**config.mk**
```make
export PLATFORM = sky130hd
export DESIGN_NAME = bsu_cell
export DESIGN_NICKNAME = d
export VERILOG_FILES = /design/src/hdl/bsu_pkg.sv /design/src/hdl/bsu_cell.sv
export SDC_FILE = /design/constraint.sdc
export NUM_CORES = 1
export LEC_CHECK = 0
export ABC_AREA = 1
export BUFFER_PORTS_ARGS = -buffer_cell sky130_fd_sc_hd__buf_4
export CORE_UTILIZATION = 36
export DETAILED_ROUTE_END_ITERATION = 16
export GPL_ROUTABILITY_DRIVEN = 0
export PLACE_DENSITY = 0.75
export RECOVER_POWER = 50
export SLEW_MARGIN = 20
export SYNTH_ARGS = -nofsm -noshare
export SYNTH_HDL_FRONTEND = slang
export SYNTH_SLANG_ARGS = --single-unit
```
**constraint.sdc**
```tcl
create_clock -name clock -period 4.35 [get_ports clock]
set_input_delay 0.87 -clock clock [delete_from_list [all_inputs] [get_ports clock]]
set_output_delay 0.87 -clock clock [all_outputs]
set_load 0.05 [all_outputs]
```
**src/hdl/bsu_pkg.sv**
```systemverilog
// ----------------------------------------------------------------------------
// bsu_pkg
// Shared types and constants for the bytecode stack unit.
// ----------------------------------------------------------------------------
package bsu_pkg;

   localparam int DEPTH   = 64;
   localparam int COUNT_W = $clog2(DEPTH + 1);
   localparam int VALUE_W = 32;

   typedef enum logic [2:0] {
      CMD_PUSH      = 3'd0,
      CMD_PRINT_ALL = 3'd1,
      CMD_PRINT_TOP = 3'd2,
      CMD_POP       = 3'd3,
      CMD_SWAP      = 3'd4
   } command_type;

   typedef enum logic [2:0] {
      ST_OK         = 3'd0,
      ST_TOP_EMPTY  = 3'd1,
      ST_POP_EMPTY  = 3'd2,
      ST_SWAP_SHORT = 3'd3,
      ST_FULL       = 3'd4,
      ST_HALTED     = 3'd5
   } status_type;

   // Operation broadcast to every cell of the chain.
   typedef enum logic [2:0] {
      SH_HOLD,
      SH_PUSH,
      SH_POP,
      SH_ROTATE,
      SH_SWAP
   } shift_type;

   // Where a cell sits relative to the top of the stack.
   typedef struct packed {
      logic is_top;
      logic is_second;
      logic is_last;
   } cell_pos_type;

endpackage

```
**src/hdl/bsu_cell.sv**
```systemverilog
// ----------------------------------------------------------------------------
// bsu_cell
// One stack entry. Takes its value from a neighbor on push, pop, rotate, swap.
// ----------------------------------------------------------------------------
module bsu_cell (
   input  logic                              clock,
   input  bsu_pkg::shift_type                shift,
   input  bsu_pkg::cell_pos_type             pos,
   input  logic signed [bsu_pkg::VALUE_W-1:0] prev_value,
   input  logic signed [bsu_pkg::VALUE_W-1:0] next_value,
   input  logic signed [bsu_pkg::VALUE_W-1:0] wrap_value,
   output logic signed [bsu_pkg::VALUE_W-1:0] value
);

   logic signed [bsu_pkg::VALUE_W-1:0] value_ff;
   logic signed [bsu_pkg::VALUE_W-1:0] value_in;

   always_comb begin
      value_in = value_ff;
      case (shift)
         bsu_pkg::SH_PUSH: begin
            value_in = prev_value;
         end
         bsu_pkg::SH_POP: begin
            value_in = next_value;
         end
         bsu_pkg::SH_ROTATE: begin
            // last occupied entry wraps around to the old top
            value_in = pos.is_last ? wrap_value : next_value;
         end
         bsu_pkg::SH_SWAP: begin
            if (pos.is_top) begin
               value_in = next_value;
            end else if (pos.is_second) begin
               value_in = prev_value;
            end
         end
         default: begin
            value_in = value_ff;
         end
      endcase
   end

   always_ff @(posedge clock) begin
      value_ff <= value_in;
   end

   assign value = value_ff;

endmodule
```
# After elaboration in Yosys (flattened, before gate mapping)
# Index checks and enable logic that the tools add are counted.
[word_totals]
regBits = 32
inputBits = 103
out_inout_bits = 32
word_cells = 12
[op_classes]
n_eq_ne = 5
mux = 4
n_reduce_logical = 2
[ops]
columns = ["cell", "n"]
rows = [
  ["$pmux 32 s4", 1],
  ["$mux 32", 3],
  ["$eq 3x2->1 const B", 2],
  ["$reduce_bool 4->1", 1],
  ["$eq 3x1->1 const B", 1],
  ["$eq 3x3->1 const B", 1],
  ["$ne 3x3->1 const B", 1],
  ["$reduce_and 2->1", 1],
]

# Logic depth before layout (Yosys ltp)
[depth]
word_depth = 3
ltp_mapped = 7
mapped_depth_nobuf = 5

# Worst setup path after synthesis
# Ideal clock, no wire load.
[synth_path]
path_kind = "input to register"
from = "in shift[1]"
to = "reg value_ff (netlist bit value[0]), enable pin"
setup_ns = 0.466
arrival_time_ns = 3.687
t_required_ns = 3.884
path_slack_ns = 0.197
path_stages = 5
n_path_buf = 2
cell_sequence = "buf_4 -> inv_2 -> nand3_1 -> buf_2 -> o21ai_0"
[synth_via]
elab_chain_len = 3
elab_cells_between_ends = 7
classes_between = "5 x eq/ne; 2 x reduce/logical"
[synth_rtl]
columns = ["item", "line", "text"]
rows = [
  ["start, declared", "bsu_cell.sv:7", "input bsu_pkg::shift_type shift,"],
  ["$eq 3x3->1 (tied with other cells)", "bsu_cell.sv:20", "case (shift)"],
  ["$ne 3x3->1 (no source line) or $reduce_bool 4->1 (tied branches)", "--", ""],
  ["$reduce_and 2->1 (no source line) *", "--", ""],
  ["end signal, assigned", "bsu_cell.sv:45", "value_ff <= value_in;"],
  ["end, declared", "bsu_cell.sv:15", "logic signed [bsu_pkg::VALUE_W-1:0] value_ff;"],
]
# Every way passes the cells marked *; elsewhere a longest branch is shown, timed or not.
# A chain may end at the register's enable or synchronous reset.

# Worst setup path after layout
[layout_path]
from = "in shift[0]"
to = "reg value_ff (netlist bit value[8]), enable pin"
# The elaborated chain is that of the path after synthesis.

==> results_dict.tcl <==
set metrics [dict create \
    post_cts_resized 0 \
    end_kind "register" \
    synth_commonest_cells "nand2_1, nand4_1, nand3_1, edfxtp_1, buf_2" \
    clk_pin_slew_ns 0.07 \
    largest_register_ff_count 32 \
    synth_area_leaders "nand2_1, edfxtp_1, nand4_1" \
    n_fill_cell 774 \
    relSlewSlack_pct 26.7 \
    cts_tree "built" \
    vias 3398 \
    cp-start-kind "input pin" \
    synth-seq-area-share_pct 35.3 \
    grt_pass1_wl_um 14300 \
    drt-initial-drc-count 253 \
    chipHeight_um 88.9 \
    critPathKind "in -> reg" \
    fp-row-count 31 \
    start_util_pct 37.3 \
    grt_usage_pct 23.3 \
    power_density_mw_per_mm2 281 \
    synth_edf_count 32 \
    synthFlopType "edfxtp_1" \
    use_met2_pct 39.8 \
    min_to "value[2]$_DFFE_PP_" \
    top_usage_layer "met2" \
    synth_most_common_cell "nand2_1" \
    drive_above_1_share_pct 21.6 \
    cts_sinks 32 \
    combPwrFrac_pct 39.3 \
    ir_drop_mv 0.120 \
    post-cts-setup-buffers 0 \
    drc_errors 0 \
    finalSetupViolCount 0 \
    final_nets 644 \
    ios 135 \
    grt_pass1_vias 3140 \
    syn_area_mm2 0.00272 \
    diodes 0 \
    placed_cells 633 \
    cts.path.max_buffers 2 \
    synth_async_sr_flop_share_pct 0 \
    synth_cell_types 14 \
    syn2layout_area_growth_pct 34.9 \
    coreArea_mm2 0.00729 \
    hold_viol 0 \
    p_leak_nw 1.76 \
    antenna_found_initial 0 \
    seqPwrFrac_pct 38.9 \
    met1_usage_pct 29.7 \
    fin_cells 641 \
    yosys_warnings 0 \
    syn_nets 537 \
    synth_top_area_share_pct 35.9 \
    die_area_mm2 0.00791 \
    multiInputGateArea_mm2 0.00158 \
    post-route-period-util_pct 73.6 \
    whs_path_depth 3 \
    outcome "finished, final reports clean" \
    vias_per_cell 5.30 \
    p_sw_share_pct 40.1 \
    final_util_pct 50.3 \
    cts_root_buf "clkbuf_8" \
    tns_ns 0 \
    portBuffers 134 \
    fmax_ghz 0.312 \
    min_path_type "in -> reg" \
    yosysTopAreaCell "nand2_1" \
    grt_overflow_total 0 \
    drtPass1Iterations 5 \
    rsz0062_at_grt "no" \
    die_w_um 88.9 \
    synth_cells 434 \
    gr-usage-met3_pct 3.42 \
    power.internal_w 0.000617 \
    period_needed_ns 3.20 \
    routed_wl_um 9040 \
    avgSynthCellArea_um2 6.27 \
    p_sw_w 0.000414 \
    cts_hold_buf 0 \
    slew_violations 0 \
    wl_per_cell_um 14.1 \
    numCtsBuffers 5 \
    cap_violations 0 \
    dp_hpwl_um 5910 \
    seq_area_um2 961 \
    grt_max_degree 36 \
    yosys_register_bits 32 \
    postRouteAntennaNets 0 \
    worstHoldStart "prev_value[2]" \
    required_ns 4.25 \
    worstMarginPinSlew_ns 1.10 \
    crit_fanout 34 \
    htree_levels 2 \
    pwr-share-clk_pct 21.8 \
    crit_arrival_ns 3.10 \
]
==> logic make-up after synthesis <==
group           share of synthesized area, %
flops                                   35.3
simple gates                            57.5
compound gates                         0.184
buf+inv                                 7.04
==> metal layers <==
metal / vias up / wire (µm) / share of wire, %
met5: - / 0 / 0
met3: 19 / 764 / 8.5
li1: 1672 / - / -
met2: 186 / 4460 / 49
met1: 1521 / 3660 / 40
met4: 0 / 152 / 1.7
==> worst max-delay path: stages <==
cell and delay, ns:
clkbuf_4 0.11, inv_1 0.78, nand3_1 0.15, buf_4 0.31, o21ai_4 0.86
==> power by group through the flow <==
stage / sequential, W / combinational, W / clock [W]
floorplan: 0.000548 / 0.000128 / 0
global placement: 0.000409 / 0.000429 / 0
detailed placement: 0.000409 / 0.000437 / 0
CTS: 0.000403 / 0.000438 / 0.000230
global route: 0.000405 / 0.000439 / 0.000238
finish: 0.000401 / 0.000405 / 0.000225
==> final cells by class <==
class                   instances  area share, %
clock buffers                   5           1.88
clock inverters                 3          0.375
inverters                       5          0.512
multi-input cells             361           43.1
flip-flops and latches         32           26.2
well taps                      99           3.38
repair buffers                136           24.6
==> metrics by stage <==
step	instance area, µm²	power (W)	setup WS [ns]	hold WS, ns
floorplan	2720	0.000676	0.197	1.09
global placement	3700	0.000838	1.28	1.19
detailed placement	3700	0.000846	1.22	1.19
CTS	3790	0.00107	1.52	0.893
global route	3670	0.00108	0.996	0.898
finish	3670	0.00103	1.15	0.902
==> placed cells by master (no fill, tap or decap) <==
cell and count:
nor2_1 1, inv_2 2, clkinv_2 2, nand2_2 1
buf_4 103, clkbuf_8 5, nor2_4 1, o21ai_4 1
edfxtp_1 32, nand3_1 33, nor2_2 1, clkbuf_4 1
clkbuf_1 32, inv_1 3, nand2_1 259, clkinv_1 1
nand4_1 64
==> worst max path at each step <==
stage	from	end	slack, ns	depth (start not counted)
6_report	shift[0]	value[8]$_DFFE_PP_	1.15	5
5_1_grt	shift[0]	value[8]$_DFFE_PP_	1.0	5
4_1_cts	shift[0]	value[1]$_DFFE_PP_	1.52	5
3_5_place_dp	shift[0]	value[7]$_DFFE_PP_	1.22	5
3_3_place_gp	shift[0]	value[4]$_DFFE_PP_	1.28	5
2_1_floorplan	shift[1]	value[0]$_DFFE_PP_	0.20	5
Power figures use the tool's default switching activity.
